===== src/sv/rvx_pkg.sv =====
// rvx_pkg: shared types and codes for the rv32im execute unit
`timescale 1ns / 1ps
package rvx_pkg;

  localparam int unsigned DIV_STEPS = 32;

  typedef enum logic [5:0] {
    ACT_ADD = 6'd0, ACT_SUB = 6'd1, ACT_AND = 6'd2, ACT_OR = 6'd3, ACT_XOR = 6'd4,
    ACT_SLL = 6'd5, ACT_SLT = 6'd6, ACT_SLTU = 6'd7, ACT_SRL = 6'd8, ACT_SRA = 6'd9,
    ACT_ADDI = 6'd10, ACT_ANDI = 6'd11, ACT_ORI = 6'd12, ACT_XORI = 6'd13,
    ACT_SLTI = 6'd14, ACT_SLTIU = 6'd15, ACT_SLLI = 6'd16, ACT_SRLI = 6'd17,
    ACT_SRAI = 6'd18, ACT_LW = 6'd19, ACT_LH = 6'd20, ACT_LHU = 6'd21, ACT_LB = 6'd22,
    ACT_LBU = 6'd23, ACT_SW = 6'd24, ACT_SH = 6'd25, ACT_SB = 6'd26, ACT_BEQ = 6'd27,
    ACT_BNE = 6'd28, ACT_BLT = 6'd29, ACT_BGE = 6'd30, ACT_BLTU = 6'd31,
    ACT_BGEU = 6'd32, ACT_JAL = 6'd33, ACT_JALR = 6'd34, ACT_LUI = 6'd35,
    ACT_AUIPC = 6'd36, ACT_ECALL = 6'd37, ACT_EBREAK = 6'd38, ACT_FENCE = 6'd39,
    ACT_CSRRW = 6'd40, ACT_CSRRS = 6'd41, ACT_CSRRC = 6'd42, ACT_CSRRWI = 6'd43,
    ACT_CSRRSI = 6'd44, ACT_CSRRCI = 6'd45, ACT_MUL = 6'd46, ACT_MULH = 6'd47,
    ACT_MULHSU = 6'd48, ACT_MULHU = 6'd49, ACT_DIV = 6'd50, ACT_DIVU = 6'd51,
    ACT_REM = 6'd52, ACT_REMU = 6'd53, ACT_MRET = 6'd54, ACT_INVALID = 6'd55
  } act_t;

  typedef enum logic [3:0] {
    MEM_NONE = 4'd0, MEM_LB = 4'd1, MEM_LBU = 4'd2, MEM_LH = 4'd3, MEM_LHU = 4'd4,
    MEM_LW = 4'd5, MEM_SB = 4'd6, MEM_SH = 4'd7, MEM_SW = 4'd8
  } mem_kind_t;

  typedef enum logic [2:0] {
    TRAP_NONE = 3'd0, TRAP_MISALIGN = 3'd1, TRAP_ILLEGAL = 3'd2,
    TRAP_BREAK = 3'd3, TRAP_ECALL = 3'd4
  } trap_t;

  typedef struct packed {
    logic [5:0]         action;
    logic [31:0]        rs1_value;
    logic [31:0]        rs2_value;
    logic [4:0]         rs1_index;
    logic [4:0]         rd_index;
    logic signed [31:0] immediate;
    logic [31:0]        pc_value;
    logic [31:0]        csr_old;
    logic [31:0]        raw_instr;
  } in_word_t;

  typedef struct packed {
    logic [4:0]  rd_number;
    logic        rd_write;
    logic [31:0] rd_value;
    logic        csr_update;
    logic [31:0] csr_value;
    logic [31:0] next_pc;
    logic [3:0]  mem_kind;
    logic [31:0] mem_address;
    logic [31:0] store_data;
    logic [2:0]  trap_cause;
    logic [31:0] trap_value;
  } out_word_t;

  typedef struct packed {
    out_word_t   res;
    logic        is_div;
    logic        want_rem;
    logic        neg_res;
    logic        by_zero;
    logic [31:0] dividend;
    logic [31:0] rem;
    logic [31:0] quo;
    logic [31:0] dvs;
  } stage_word_t;

endpackage


===== src/sv/rvx_div_cell.sv =====
// rvx_div_cell: one restoring divide step and pipeline register
`timescale 1ns / 1ps
module rvx_div_cell import rvx_pkg::*; (
  input  logic        clk,
  input  logic        rst_n,
  input  logic        en,
  input  logic        in_valid,
  input  stage_word_t in_word,
  output logic        out_valid,
  output stage_word_t out_word
);

  logic        valid_r;
  stage_word_t word_r, word_nxt;
  logic [32:0] tmp;
  logic [33:0] diff;
  logic        ge;

  assign tmp  = {in_word.rem, in_word.quo[31]};
  assign diff = {1'b0, tmp} - {2'b00, in_word.dvs};
  assign ge   = !diff[33];

  always_comb begin
    word_nxt     = in_word;
    word_nxt.rem = ge ? diff[31:0] : tmp[31:0];
    word_nxt.quo = {in_word.quo[30:0], ge};
  end

  always_ff @(posedge clk) begin
    if (!rst_n) begin
      valid_r <= 1'b0;
    end else if (en) begin
      valid_r <= in_valid;
    end
  end

  always_ff @(posedge clk) begin
    if (en) begin
      word_r <= word_nxt;
    end
  end

  assign out_valid = valid_r;
  assign out_word  = word_r;

endmodule


===== config.mk =====
export PLATFORM = sky130hd
export DESIGN_NAME = rvx_div_cell
export DESIGN_NICKNAME = d
export VERILOG_FILES = /design/src/sv/rvx_pkg.sv /design/src/sv/rvx_div_cell.sv
export SDC_FILE = /design/constraint.sdc
export NUM_CORES = 1
export LEC_CHECK = 0
export BUFFER_PORTS_ARGS = -buffer_cell sky130_fd_sc_hd__buf_2
export CAP_MARGIN = 20
export CORE_AREA = 2 2 262 264
export CTS_CLUSTER_SIZE = 40
export DETAILED_ROUTE_END_ITERATION = 7
export DIE_AREA = 0 0 264 266
export HOLD_SLACK_MARGIN = 0.02
export SYNTH_ARGS = -nofsm -noshare
export SYNTH_HDL_FRONTEND = slang
export SYNTH_SLANG_ARGS = --single-unit

===== constraint.sdc =====
create_clock -name clk -period 10.44 [get_ports clk]
set_clock_uncertainty 0.2 [all_clocks]
set_input_delay 3.132 -clock clk [delete_from_list [all_inputs] [get_ports clk]]
set_output_delay 3.132 -clock clk [all_outputs]
set_load 0.01 [all_outputs]

# Word level (Yosys, flattened, before mapping)
# Index checks and enable logic that the tools add are counted.
# totals
output_inout_bits	339
elab_cells	23
ff_bits	339
in_bits	342
# classes
addsub	1
muxes	1
n_reduce_logical	1
# op_table
operator	n
$sub 33x32->34	1
$mux 32	1
$logic_not 1->1	1

# Logic depth before layout (Yosys ltp)
# Gate-level depths: netlist of the first run.
# depth
word_depth	2
mapped_depth	12
depth_no_buf	12

# Worst setup path before layout of the first run
# OpenSTA, ideal clock, no wires.
# synth_path
path_type	in2reg
start	in in_word[63] (netlist name)
end	reg word_r (netlist bit out_word[90]) (data pin)
setup_time_ns	0.260
cell_stages	12
path_buffers	0
arrival_ns	5.538
path_slack_ns	4.442
t_required_ns	9.980
path_cell_list	inv_1 > ha_1 > inv_1 > fa_1 > a211oi_1 > o211a_1 > o31ai_2 > a221o_1 > a2111oi_4 > o21bai_2 > xor2_1 > mux2_4
# synth_rtl
item	line_no	source
from (decl)	rvx_div_cell.sv:8	input stage_word_t in_word,
to (signal assigned)	rvx_div_cell.sv:39	word_r <= word_nxt;
to (decl)	rvx_div_cell.sv:14	stage_word_t word_r, word_nxt;

==> results of run 1 <==
logic make-up (layout without fill, tap and decap cells):
group	count (synthesis)	in the layout	synth area share
adders and majority gates	33	33	0.0336
buffers and inverters	47	798	0.0158
DFF	339	339	0.814
other	0	4	0
AOI/OAI and AO/OA	99	99	0.0571
xor gates and xnor gates	24	24	0.0168
muxes	33	33	0.0295
and+or+nand+nor	85	85	0.0332
layer usage:
layer,share of wire,global-route usage,up-vias
li1,-,-,4025
met1,0.39,0.165,4497
met2,0.50,0.243,471
met3,0.086,0.0497,78
met4,0.026,0.0405,24
met5,0.0028,0,-
flip-flops by register name (all words and copies together) (netlist names):
signal and count:
out_word 338, out_valid 1
path summary, 6_finish.rpt:
kind                          startpoint                      to  cells after the start  slack [ns]
hold reg to reg   out_valid$_SDFFE_PN0P_  out_valid$_SDFFE_PN0P_                      2        0.33
setup reg to reg  out_valid$_SDFFE_PN0P_  out_valid$_SDFFE_PN0P_                      2        9.63
setup / recovery             in_word[63]  out_word[90]$_DFFE_PP_                     13        4.35
hold / removal    out_valid$_SDFFE_PN0P_  out_valid$_SDFFE_PN0P_                      2        0.33
cell type report:
cell class	instances	area, um2
flip-flops and latches	339	10200
fillers	7028	49400
well taps	882	1100
inverters	40	150
clock buffers	47	1050
diodes	4	10.0
clock inverters	27	254
repair buffers	684	3460
multi-input cells	274	2130
layout by cell type, fill, tap and decap left out, drive strengths merged, types with 3 or more instances in the layout:
cell	synthesis	routed
buf	5	684
edfxtp	338	338
inv	40	48
clkbuf	2	47
ha	32	32
a21oi	28	28
mux2	28	28
nand2	26	26
nor2	15	15
xnor2	15	15
o21ai	15	15
clkinv	0	15
and3	10	10
a21o	9	9
xor2	9	9
nor3	7	7
o21bai	6	6
o31ai	6	6
nor2b	5	5
nand3	5	5
mux2i	5	5
a31oi	5	5
diode	0	4
and2	4	4
o21a	4	4
a211oi	4	4
o211ai	4	4
a21boi	4	4
nand4	3	3
nand2b	3	3
bufinv	0	3
stage by stage:
step | total power [W] | hold WS [ns] | std cells | worst slack (ns) | area, um2
2_1_floorplan | 0.00189 | 0.338 | 660 | 4.44 | 12500
3_3_place_gp | 0.00218 | 0.311 | 2219 | 3.80 | 17000
3_5_place_dp | 0.00219 | 0.323 | 2219 | 3.77 | 17000
4_1_cts | 0.00363 | 0.336 | 2293 | 4.39 | 18300
5_1_grt | 0.00371 | 0.376 | 2295 | 4.26 | 18300
6_report | 0.00357 | 0.335 | 2297 | 4.35 | 18300
worst max-delay path, cell delays in order:
cell       delay [ns]
buf_2            0.10
inv_1            0.08
ha_1             0.27
inv_1            0.09
fa_1             0.42
a211oi_1         0.36
o211a_1          0.25
o31ai_2          0.11
a221o_1          0.43
a2111oi_4        0.44
o21bai_2         0.10
xor2_1           0.15
mux2_4           0.26
report_power, final:
part | total (W) | switching (W) | internal, W
logic | 0.000478 | 0.000289 | 0.000189
registers | 0.00167 | 0.0000384 | 0.00164
clock network | 0.00141 | 0.000606 | 0.000807
==> run summary, run 1 <==
initial drt markers = 933
post-synth top area share = 0.812
Area Growth Syn to Fin = 46.6%
post-CTS sizing = 0
routability cong. = 0.893
Fmax = 0.164 GHz
ANT nets after route = 0
fin crit period = 6.09 ns
PwrDens = 195 nW/um2
count leader, synth = edfxtp_1
Crit Path Max Fanout = 4
post-DP HPWL = 42.6 mm
CTS Root Cell = clkbuf_16
first-pass GRT wire length = 69.9 mm
Mapped Area = 12,500 um2
vias per cell = 3.96
CTS max path bufs = 3
CTS Hold Bufs = 0
Crit Path Class = primary input to flop
status = finished, final reports clean
ys flop type = edfxtp_1
share of post-route cells with drive strength above 1 = 0.537
Worst-Skew Late Latency = 0.55 ns
Seq/Total Area, Yosys = 0.814
final hold viol count = 0
CTS clk-pin slew, worst paths = 0.06 ns
Worst Setup End Kind = flop
Critical Path RT = 10.55 ns
post-layout util = 0.270
Initial Util = 0.184
RSZ-0062 raised after global routing = no
final cycle utilization of the critical path = 0.584
Final nets = 1,755
largest net degree at the start of global routing = 154
Avg WL per Cell = 23.1 um
type of origin of the critical path = primary input
# DRC = 0
Port-buffer cells = 680
I/O pin cnt = 681
# clock sinks = 339
Yosys top cell by area = edfxtp_1
Mapped Cells = 660
Syn Nets = 1,035
setup TNS = 0 ns
Leak = 7.78 nW
Vias = 9,095
endpoints failing setup = 0
syn avg cell area = 18.9 um2
GRT Residual Overflow = 0
drt first pass iters = 5
die width = 264 um
Worst-Margin Slew = 0.962 ns
Synth async-reset ratio = 0
Synth Register Bits = 339
die area = 70,200 um2
Synth cell types = 59
largest cells by area after synthesis = edfxtp_1, ha_1, mux2_1, inv_1, a21oi_1
postcts setup bufs = 0
Pins Over Slew Limit = 0
vias in the first global route = 9,029
max_slew headroom = 0.359
row count = 96
Warnings, synthesis = 0
Peak VDD IR = 0.0950 mV
top post-synthesis cells by count = edfxtp_1, inv_1, ha_1, a21oi_1
die height = 266 um
crit path DAT = 6.20 ns
Routed WL = 53.1 mm
initial antenna violation count = 19
Max Cap Violations = 0
Core Area = 67,700 um2
total CTS buffers = 41
CTS tree = done
H-tree levels = 2
Tot GR Track Use = 0.141
EDFF count, synth = 338
min-delay worst type = flop to flop
(Power assumes the default switching activity.)
==> run 2: changes to the inputs <==
--- a/config.mk
+++ b/config.mk
@@ -5,12 +5,13 @@
 export SDC_FILE = /design/constraint.sdc
 export NUM_CORES = 1
 export LEC_CHECK = 0
+export ABC_AREA = 1
 export BUFFER_PORTS_ARGS = -buffer_cell sky130_fd_sc_hd__buf_2
 export CAP_MARGIN = 20
-export CORE_AREA = 2 2 262 264
+export CORE_AREA = 2 2 269 271
 export CTS_CLUSTER_SIZE = 40
 export DETAILED_ROUTE_END_ITERATION = 7
-export DIE_AREA = 0 0 264 266
+export DIE_AREA = 0 0 271 273
 export HOLD_SLACK_MARGIN = 0.02
 export SYNTH_ARGS = -nofsm -noshare
 export SYNTH_HDL_FRONTEND = slang
==> constraint.sdc (replaced) <==
create_clock -name clk -period 5.86 [get_ports clk]
set_clock_uncertainty 0.2 [all_clocks]
set_input_delay 1.758 -clock clk [delete_from_list [all_inputs] [get_ports clk]]
set_output_delay 1.758 -clock clk [all_outputs]
set_load 0.01 [all_outputs]
==> run 2 against run 1 <==
Via count rose by 15%. Sequential share of layout area fell by 3.0 points. Core utilization rose by 0.24 points. Synthesized cell count rose by 49%. Worst setup slack got worse by 2.3 ns. Register-to-register slack got worse by 4.6 ns. Sequential cell count did not move. Global-route usage rose by 2.1 points. Clock-buffer cell count did not move. First-iteration DRC count fell by 22%.
==> run summary, run 2 <==
die width = 271 um (+2.7%)
die height = 273 um (+2.6%)
final cycle utilization of the critical path = 0.649
Avg WL per Cell = 23.5 um (+1.7%)
Crit Path Max Fanout = 34 (+30)
total CTS buffers = 44 (+7.3%)
postcts setup bufs = 0 (unchanged)
Port-buffer cells = 680 (unchanged)
drt first pass iters = 5 (unchanged)
largest cells by area after synthesis = edfxtp_1, nand2_1, inv_1, ha_1, nand3_1
Critical Path Most Common Cell = nand2_1
first-pass GRT wire length = 82.7 mm (+18%)
Comb power frac = 0.138 (+0.004)
Psw = 0.00180 W (+92%)
fin crit period = 3.80 ns
min-delay worst type = flop to flop
crit path DAT = 3.91 ns (-2.29 ns)
RSZ-0062 raised after global routing = no
CTS tree = done
count leader, synth = edfxtp_1
CTS max path bufs = 3 (unchanged)
Non-Filler Instances = 2,696 (+17%)
final hold viol count = 0 (unchanged)
sw frac = 0.272 (+0.0105)
EDFF count, synth = 338 (unchanged)
ys flop type = edfxtp_1
Critical Path RT = 5.97 ns (-4.58 ns)
Worst Setup End Kind = flop
vias in the first global route = 10,100 (+11%)
Final nets = 2,080 (+19%)
PwrDens = 341 nW/um2 (+75%)
Vias = 10,400 (+15%)
ANT nets after route = 0 (unchanged)
post-CTS sizing = 0 (unchanged)
Leak = 8.85 nW (+14%)
Critical-path top delay cell = nor2_4
Mapped Area = 13,300 um2 (+6.6%)
# DRC = 0 (unchanged)
vias per cell = 3.87 (-2.3%)
Initial Util = 0.188 (+0.00317)
Area Growth Syn to Fin = 45.4%
syn avg cell area = 13.6 um2 (-28%)
initial antenna violation count = 51 (+32)
largest net degree at the start of global routing = 104 (-32%)
Hold Startpoint = out_valid$_SDFFE_PN0P_
top post-synthesis cells by count = edfxtp_1, nand2_1, inv_1, nand3_1, nor2_1
dpl cells = 2,609 (+18%)
Worst-Skew Late Latency = 0.57 ns (+0.02 ns)
Pins Over Slew Limit = 0 (unchanged)
GRT Residual Overflow = 0 (unchanged)
I/O pin cnt = 681 (unchanged)
Peak VDD IR = 0.220 mV (+130%)
status = finished, final reports clean
# clock sinks = 339 (unchanged)
commonest non-fill, non-tap cell in the layout = buf_2
Synth async-reset ratio = 0 (unchanged)
CTS Hold Bufs = 0 (unchanged)
post-synth top area share = 0.762 (-0.0503)
max reg flops = 338 (unchanged)
CP bufs+invs = 3 (unchanged)
Warnings, synthesis = 0 (unchanged)
CP top delay family = simple AND/OR/NAND/NOR gates
Tot GR Track Use = 0.162 (+0.0212)
Fmax = 0.263 GHz
die area = 74,000 um2 (+5.4%)
Flop pwr share = 0.451 (-0.019)
Pint = 0.00480 W (+82%)
CTS Root Cell = clkbuf_16
Synth cell types = 31 (-47%)
max_slew headroom = 0.403 (+0.0444)
row count = 98 (+2.1%)
share of post-route cells with drive strength above 1 = 0.451 (-0.0858)
H-tree levels = 2 (unchanged)
CP startpoint = in_word[20]
Mapped Cells = 981 (+49%)
CTS clk-pin slew, worst paths = 0.06 ns (about the same)
Crit Path Class = primary input to flop
type of origin of the critical path = primary input
Syn Nets = 1,356 (+31%)
post-DP HPWL = 52.2 mm (+23%)
Cell Chain, Critical Path = buf_2 > inv_1 > ha_1 > nand2_2 > inv_2 > nand2_1 > nand3_1 > a21oi_2 > nor2_1 > nor2_4 > nand2_8 > nand2_1 > o21ai_0
most frequent cells in the layout = buf_2, edfxtp_1, nand2_1
Max Cap Violations = 0 (unchanged)
initial drt markers = 731 (-22%)
Synth Register Bits = 339 (unchanged)
setup TNS = 0 ns (unchanged)
Worst-Margin Slew = 0.895 ns (-0.0667 ns)
Routed WL = 63.4 mm (+19%)
Worst R2R Start = out_valid$_SDFFE_PN0P_
slowest stage delay, CP = 0.46 ns (+0.02 ns)
Core Area = 71,000 um2 (+4.8%)
Yosys top cell by area = edfxtp_1
Seq/Total Area, Yosys = 0.763 (-0.0504)
endpoints failing setup = 0 (unchanged)
routability cong. = 0.928 (+3.9%)
Clock power frac = 0.412 (+0.016)
[run 2: power by group through the flow]
stage / registers (W) / clock network, W / logic (W)
after floorplan: 0.00313 / 0 / 0.000252
final: 0.00297 / 0.00271 / 0.000907
after global routing: 0.00299 / 0.00289 / 0.000986
after global placement: 0.00302 / 0 / 0.000922
after detailed placement: 0.00302 / 0 / 0.000928
after CTS: 0.00298 / 0.00280 / 0.000931
[run 2: final timing paths]
path                       endpoint  slack (ns)  cells after the start
max          out_word[64]$_DFFE_PP_        2.06                     13
min          out_valid$_SDFFE_PN0P_        0.36                      2
max reg2reg  out_valid$_SDFFE_PN0P_        4.99                      2
min reg2reg  out_valid$_SDFFE_PN0P_        0.36                      2
[run 2: kinds of logic (layout without fill, tap and decap cells)]
family | after synthesis | after routing | synth area share
AND/OR/NAND/NOR | 414 | 414 | 0.138
flip-flops | 339 | 339 | 0.763
adder cells (fa/ha/maj) | 33 | 33 | 0.0316
XOR/XNOR | 15 | 15 | 0.00986
buffers and inverters | 155 | 913 | 0.0468
other | 0 | 7 | 0
AO/OA/AOI/OAI | 25 | 25 | 0.0102
[run 2: tightest hold or removal path, stage by stage (launching register included)]
cell and delay [ns]:
dfxtp_1 0.31, o21ai_0 0.16, a21oi_1 0.04
[run 2: per-layer routing]
| metal | up-vias | part of all wire | global-route usage |
|---|---|---|---|
| li1 | 4810 | - | - |
| met5 | - | 0.0027 | 0 |
| met2 | 533 | 0.50 | 0.288 |
| met1 | 4939 | 0.37 | 0.183 |
| met4 | 26 | 0.024 | 0.0355 |
| met3 | 124 | 0.11 | 0.0634 |
[run 2: per-stage QoR]
| stage | setup slack [ns] | hold slack (ns) | instance area, um2 | total power, W | util |
|---|---|---|---|---|---|
| 2_1_floorplan | 2.24 | 0.355 | 13300 | 0.00338 | - |
| 3_3_place_gp | 1.51 | 0.318 | 17900 | 0.00394 | 0.252 |
| 3_5_place_dp | 1.48 | 0.342 | 17900 | 0.00395 | 0.252 |
| 4_1_cts | 2.10 | 0.348 | 19300 | 0.00671 | 0.273 |
| 5_1_grt | 1.92 | 0.437 | 19400 | 0.00687 | 0.273 |
| 6_report | 2.06 | 0.356 | 19400 | 0.00659 | 0.273 |
[run 2: cell type report]
cell class | instances | area (um2)
multi-input cells | 487 | 2530
clock buffers | 47 | 1110
fillers | 7478 | 51600
well taps | 950 | 1190
inverters | 146 | 548
repair buffers | 687 | 3490
clock inverters | 33 | 312
flip-flops and latches | 339 | 10200
diodes | 7 | 17.5
